--- config.mk ---
export PLATFORM = sky130hd
export DESIGN_NAME = rbmhe_div
export DESIGN_NICKNAME = d
export VERILOG_FILES = /design/src/rbmhe_div.sv
export SDC_FILE = /design/constraint.sdc
export NUM_CORES = 1
export LEC_CHECK = 0
export ABC_AREA = 1
export BUFFER_PORTS_ARGS = -buffer_cell sky130_fd_sc_hd__clkbuf_2
export CORE_ASPECT_RATIO = 1.75
export CORE_MARGIN = 5
export CORE_UTILIZATION = 50
export CTS_CLUSTER_SIZE = 24
export DETAILED_ROUTE_END_ITERATION = 12
export PLACE_DENSITY = 0.83
export SYNTH_ARGS = -nofsm -noshare
export SYNTH_HDL_FRONTEND = slang
export SYNTH_SLANG_ARGS = --single-unit
--- constraint.sdc ---
create_clock -name i_clk -period 4.1 [get_ports i_clk]
set_input_delay 1.025 -clock i_clk [delete_from_list [all_inputs] [get_ports i_clk]]
set_output_delay 1.025 -clock i_clk [all_outputs]
set_load 0.005 [all_outputs]
--- src/rbmhe_div.sv ---
module rbmhe_div (
    input  logic        i_clk,
    input  logic        i_rst_n,
    input  logic        i_go,
    input  logic [63:0] i_dividend,
    input  logic [31:0] i_divisor,
    output logic        o_done,
    output logic [31:0] o_quot
);
    // Restoring divider, one quotient bit per cycle.
    // The upper half of the dividend must be below the divisor.
    logic        r_busy;
    logic        r_done;
    logic [4:0]  r_cnt;
    logic [31:0] r_rem;
    logic [31:0] r_lo;
    logic [31:0] r_div;
    logic [31:0] r_q;
    logic [32:0] trial;
    logic        ge;

    assign trial = {r_rem, r_lo[31]};
    assign ge    = trial >= {1'b0, r_div};

    // Control.
    always_ff @(posedge i_clk) begin
        if (!i_rst_n) begin
            r_busy <= 1'b0;
            r_done <= 1'b0;
            r_cnt  <= 5'd0;
        end else begin
            r_done <= 1'b0;
            if (i_go) begin
                r_busy <= 1'b1;
                r_cnt  <= 5'd0;
            end else if (r_busy) begin
                r_cnt <= r_cnt + 5'd1;
                if (r_cnt == 5'd31) begin
                    r_busy <= 1'b0;
                    r_done <= 1'b1;
                end
            end
        end
    end

    // Datapath.
    always_ff @(posedge i_clk) begin
        if (i_go) begin
            r_rem <= i_dividend[63:32];
            r_lo  <= i_dividend[31:0];
            r_div <= i_divisor;
        end else if (r_busy) begin
            r_rem <= ge ? 32'(trial - {1'b0, r_div}) : trial[31:0];
            r_lo  <= {r_lo[30:0], 1'b0};
            r_q   <= {r_q[30:0], ge};
        end
    end

    assign o_done = r_done;
    assign o_quot = r_q;
endmodule

======== Word level (Yosys, flattened, before mapping) ========
Index checks and enable logic that the tools add are counted.
word-level totals
  flip-flop bits (word level) ............. 135
  word-level logic and storage cells ...... 27
operators by class
  reduce and logical (&&, ||, !) cells .... 4
  equality and inequality tests ........... 1
  bitwise gates (word level) .............. 3
  $lt $le $gt $ge ......................... 1
  add/sub/neg operators ................... 2
  mux-type cells .......................... 9
operator list
  cell                                                            number
  32-bit two-way mux                                              5
  33-bit by 32-bit >= comparator with 1-bit output                1
  32-bit subtractor                                               1
  5-bit by 1-bit adder with 5-bit output (second input constant)  1
  5-bit equality test (second input constant)                     1
  1-bit two-way mux                                               4
  1-bit inverter                                                  3
  3-bit OR reduction                                              1
  2-bit AND reduction                                             1
  2-bit nonzero test                                              1
  2-bit OR reduction                                              1

======== Longest topological paths before layout ========
  depth in word-level cells ............... 4
  depth in mapped cells ................... 17

======== Least setup slack after synthesis ========
Ideal clock, no wire load.
  kind .................................... input-to-reg
  start ................................... input i_go
  end ..................................... register r_lo[0], enable pin
  data required time ...................... 3.682 ns
  stages .................................. 4
  slack ................................... 0.880 ns
  arrival ................................. 2.802 ns
  path buffers ............................ 2
  cell sequence ........................... clkbuf_1 -> clkbuf_1 -> nor2_1 -> inv_1
between the ends
  cells in the longest elaborated chain, start to end .. 1
ends and longest elaborated chain
  what                                 line  text
  start: declaration                   4     input logic i_go,
  2-bit nonzero test (no source line)  n/a
  end signal: assignment               50    r_lo <= i_dividend[31:0];
  end signal: assignment               54    r_lo <= {r_lo[30:0], 1'b0};
  end: declaration                     16    logic [31:0] r_lo;
Every way passes these cells.
A chain may end at the register's enable or synchronous reset.

======== Final worst setup path ========
  start ................................... register r_rem[7]
  end ..................................... register r_rem[30], data pin
between the ends
  cells in the longest elaborated chain, start to end .. 4
ends and longest elaborated chain
  what                                                                                          line    text
  start: declaration                                                                            15      logic [31:0] r_rem;
  start signal: assignment                                                                      49      r_rem <= i_dividend[63:32];
  start signal: assignment                                                                      53      r_rem <= ge ? 32'(trial - {1'b0, r_div}) : trial[31:0];
  32-bit subtractor / 33-bit by 32-bit >= comparator with 1-bit output (equally long branches)  53, 23
  32-bit two-way mux (*)                                                                        53
  32-bit two-way mux (*)                                                                        52      end else if (r_busy) begin
  32-bit two-way mux (*)                                                                        48      if (i_go) begin
Mark *: on every way between the ends. The rest lies on a longest branch, timed or not. The select of a mux whose other input is x is not followed.

==> results.sh <==
export IMPL_vias=6855
export IMPL_area_growth_pct=17.1
export IMPL_antenna_found_initial=0
export IMPL_leakagePower_nw=4.92
export IMPL_yosysSeqAreaShare=0.489
export IMPL_max_vdd_ir_drop_mv=0.347
export IMPL_fp_dieH_um=179
export IMPL_clkTransAtPathRegs_ns=0.06
export IMPL_dieArea_um2=19000
export IMPL_total_power_mw=4.87
export IMPL_cp_required_ns=4.28
export IMPL_wl_per_cell_um=15.1
export IMPL_r2r_slack_ns=1.40
export IMPL_root_buffer="clkbuf_16"
export IMPL_worst_slew_pin_slew_ns=0.672
export IMPL_seq_power_share=0.362
export IMPL_rsz0062_at_grt="no"
export IMPL_critPathMaxFanout=33
export IMPL_cts_sinks=135
export IMPL_core_area_um2=16000
export IMPL_finalNetCount=1286
export IMPL_dpl_hpwl_um=15900
export IMPL_routed_wl_um=20500
export IMPL_holdPathStages=0
export IMPL_grtUsageTotal=0.218
export IMPL_ys_ff_latch=135
export IMPL_power_frac_clock=0.316
export IMPL_drt_iter0_markers=364
export IMPL_cts_resized=0
export IMPL_worstSkewPairLatency_ns=0.44
export IMPL_holdBufCountCts=0
export IMPL_cts_made_buffers=17
export IMPL_p_sw_frac=0.359
export IMPL_critical_path_arrival_ns=2.88
export IMPL_grt_max_degree=66
export IMPL_hold_end="o_quot[24]"
export IMPL_timing_fmax_ghz=0.371
export IMPL_place_congestion=0.980
export IMPL_synth_cell_types=34
export IMPL_fin_crit_sh=0.658
export IMPL_post_cts_buffers=0
export IMPL_drc=0
export IMPL_r2r_start="r_rem[7]"
export IMPL_p_comb_frac=0.322
export IMPL_startpoint_type="register"
export IMPL_cap_violations=0
export IMPL_r2r_cells=12
export IMPL_die_x_um=106
export IMPL_grt_pass1_wl_um=32100
export IMPL_path_class="register to register"
export IMPL_clock_path_buffers=2
export IMPL_fp_row_count=61
export IMPL_fin_crit_ns=2.70
export IMPL_status="completed"
export IMPL_antenna_cells=0
export IMPL_yosysWarnings=0
export IMPL_fin_tns_setup_ns=0
export IMPL_p_switching_mw=1.75
export IMPL_tritoncts="done"
export IMPL_slew_limit_headroom=0.552
export IMPL_io_buffer_count=131
export IMPL_first_pass_iters=5
export IMPL_syn_num_nets=1154
export IMPL_routed_via_density=5.06
export IMPL_layout_drive_gt1_share=0.179
export IMPL_postRouteAntennaNets=0
export IMPL_hold_path_class="register to register"
export IMPL_finalHoldViolCount=0
export IMPL_start_util=0.511
export IMPL_grt_overflow_total=0
export IMPL_setup_violations=0
export IMPL_grt_pass1_vias=6992
export IMPL_cts_htree_levels=4
export IMPL_netlist_instances=1020
export IMPL_hold_path_startpoint="o_quot[23]"
export IMPL_io_pins=132
export IMPL_netlist_area_um2=8140
export IMPL_avgSynthCellArea_um2=7.98
export IMPL_p_per_area_nw_per_um2=510
export IMPL_fin_worst_skew_ns=0.0167
export IMPL_reg2reg_to="r_rem[30]"
export IMPL_cp_end_kind="register"
export IMPL_fill_cells=1427
export IMPL_p_int_mw=3.12
export IMPL_finalMaxSlewViolations=0
[cells by family after synthesis]
logic type	share of synthesized area
xor+xnor	0.0151
fa+ha+maj	0.0547
simple gates	0.327
flops	0.489
buf+inv	0.0956
compound gates	0.0186
[state kept, by name (all words and copies together) (netlist names)]
name	flops
r_cnt	5
o_done	1
r_busy	1
o_quot	32
r_lo	32
r_div	32
r_rem	32
[cells in the final DEF, fill, tap and decap left out, types with 2 or more instances in the layout]
cell type,n
nand4_1,10
nor2_1,41
inv_2,12
ha_1,34
buf_4,6
a21oi_1,18
nand2_1,432
clkbuf_16,17
xnor2_1,14
dfxtp_1,7
inv_8,6
o21ai_0,3
nor3_1,10
nand3_1,64
nand3b_1,26
nand3_2,8
inv_6,3
nor2_2,9
clkbuf_2,130
inv_1,160
and2_1,2
nand2_2,6
edfxtp_1,128
a21oi_2,2
[metal layers]
metal  up-vias  share of wire  track usage  wire length (um)
met1      3125           0.36        0.214              7440
li1       3489              -            -                 -
met5         -              0            0                 0
met4         0          0.036        0.114               746
met2       192           0.56        0.432             11500
met3        49          0.040       0.0306               811
[area by class of cell]
| class | count | area (um2) | area share |
|---|---|---|---|
| Clock buffer | 18 | 429 | 0.0450 |
| Clock inverter | 14 | 161 | 0.0169 |
| Inverter | 172 | 646 | 0.0677 |
| Multi-Input combinational cell | 690 | 3380 | 0.355 |
| Sequential cell | 135 | 3980 | 0.418 |
| Tap cell | 189 | 236 | 0.0248 |
| Timing Repair Buffer | 136 | 696 | 0.0729 |
[cell usage after synthesis]
library cell  count  area (um2)
edfxtp_1        128        3840
a31oi_1           1        6.26
o21bai_1          1        7.51
buf_2             7        35.0
nand3b_1         26         195
inv_2            11        41.3
a21o_1            1        7.51
ha_1             34         425
nand3_2           8        80.1
o21ai_0           3        15.0
buf_1             1        3.75
nand2_8           1        20.0
xnor2_1          14         123
nand3_1          64         320
o21a_1            1        7.51
nor2_2            8        50.1
nor2_1           42         158
nor2_8            1        20.0
or2_2             1        6.26
nand2_4           1        11.3
fa_1              1        20.0
nand4_1          10        62.6
a21oi_1          18        90.1
buf_6             5        56.3
clkbuf_1         10        37.5
inv_1           161         604
nand2_1         432        1620
nor4_1            1        6.26
nor2_4            1        11.3
and2_1            2        12.5
nor3_1           10        50.1
dfxtp_1           7         140
a21oi_2           2        17.5
nand2_2           6        37.5
[worst max-delay path by stage]
stage | start | end | slack, ns | depth (start not counted)
after floorplan | i_go | r_lo[0] | 0.88 | 4
after global placement | r_rem[14] | r_rem[30] | 1.46 | 12
after detailed placement | r_rem[7] | r_rem[17] | 1.43 | 12
after CTS | r_rem[7] | r_rem[30] | 1.42 | 12
after global routing | r_rem[7] | r_rem[14] | 1.14 | 12
final | r_rem[7] | r_rem[30] | 1.40 | 12
[power by group through the flow]
stage,registers [mW],clock network (mW),logic (mW)
floorplan,1.77,0,1.18
CTS,1.76,1.55,1.57
global placement,1.78,0,1.52
global route,1.77,1.61,1.76
finish,1.76,1.54,1.57
detailed placement,1.79,0,1.55
[per-stage QoR]
step / util / cell area [um2] / hold WS (ns) / worst slack (ns) / std cells
floorplan: - / 8140 / 0.445 / 0.880 / 1020
global placement: 0.561 / 8950 / 0.435 / 1.46 / 1322
detailed placement: 0.561 / 8950 / 0.432 / 1.43 / 1322
CTS: 0.598 / 9540 / 0.453 / 1.42 / 1354
global route: 0.598 / 9540 / 0.466 / 1.14 / 1354
finish: 0.598 / 9540 / 0.444 / 1.40 / 1354
[critical path, cell delays in order (launching register included)]
cell      delay (ns)
edfxtp_1        0.40
ha_1            0.36
nand2_1         0.11
nor2_1          0.20
nand3_1         0.12
nand3_2         0.15
nand2_2         0.09
nand2_2         0.12
nand2_4         0.29
nand2_8         0.34
nand3_1         0.12
nand2_1         0.08
nand2_1         0.06
Power figures use the tool's default switching activity.
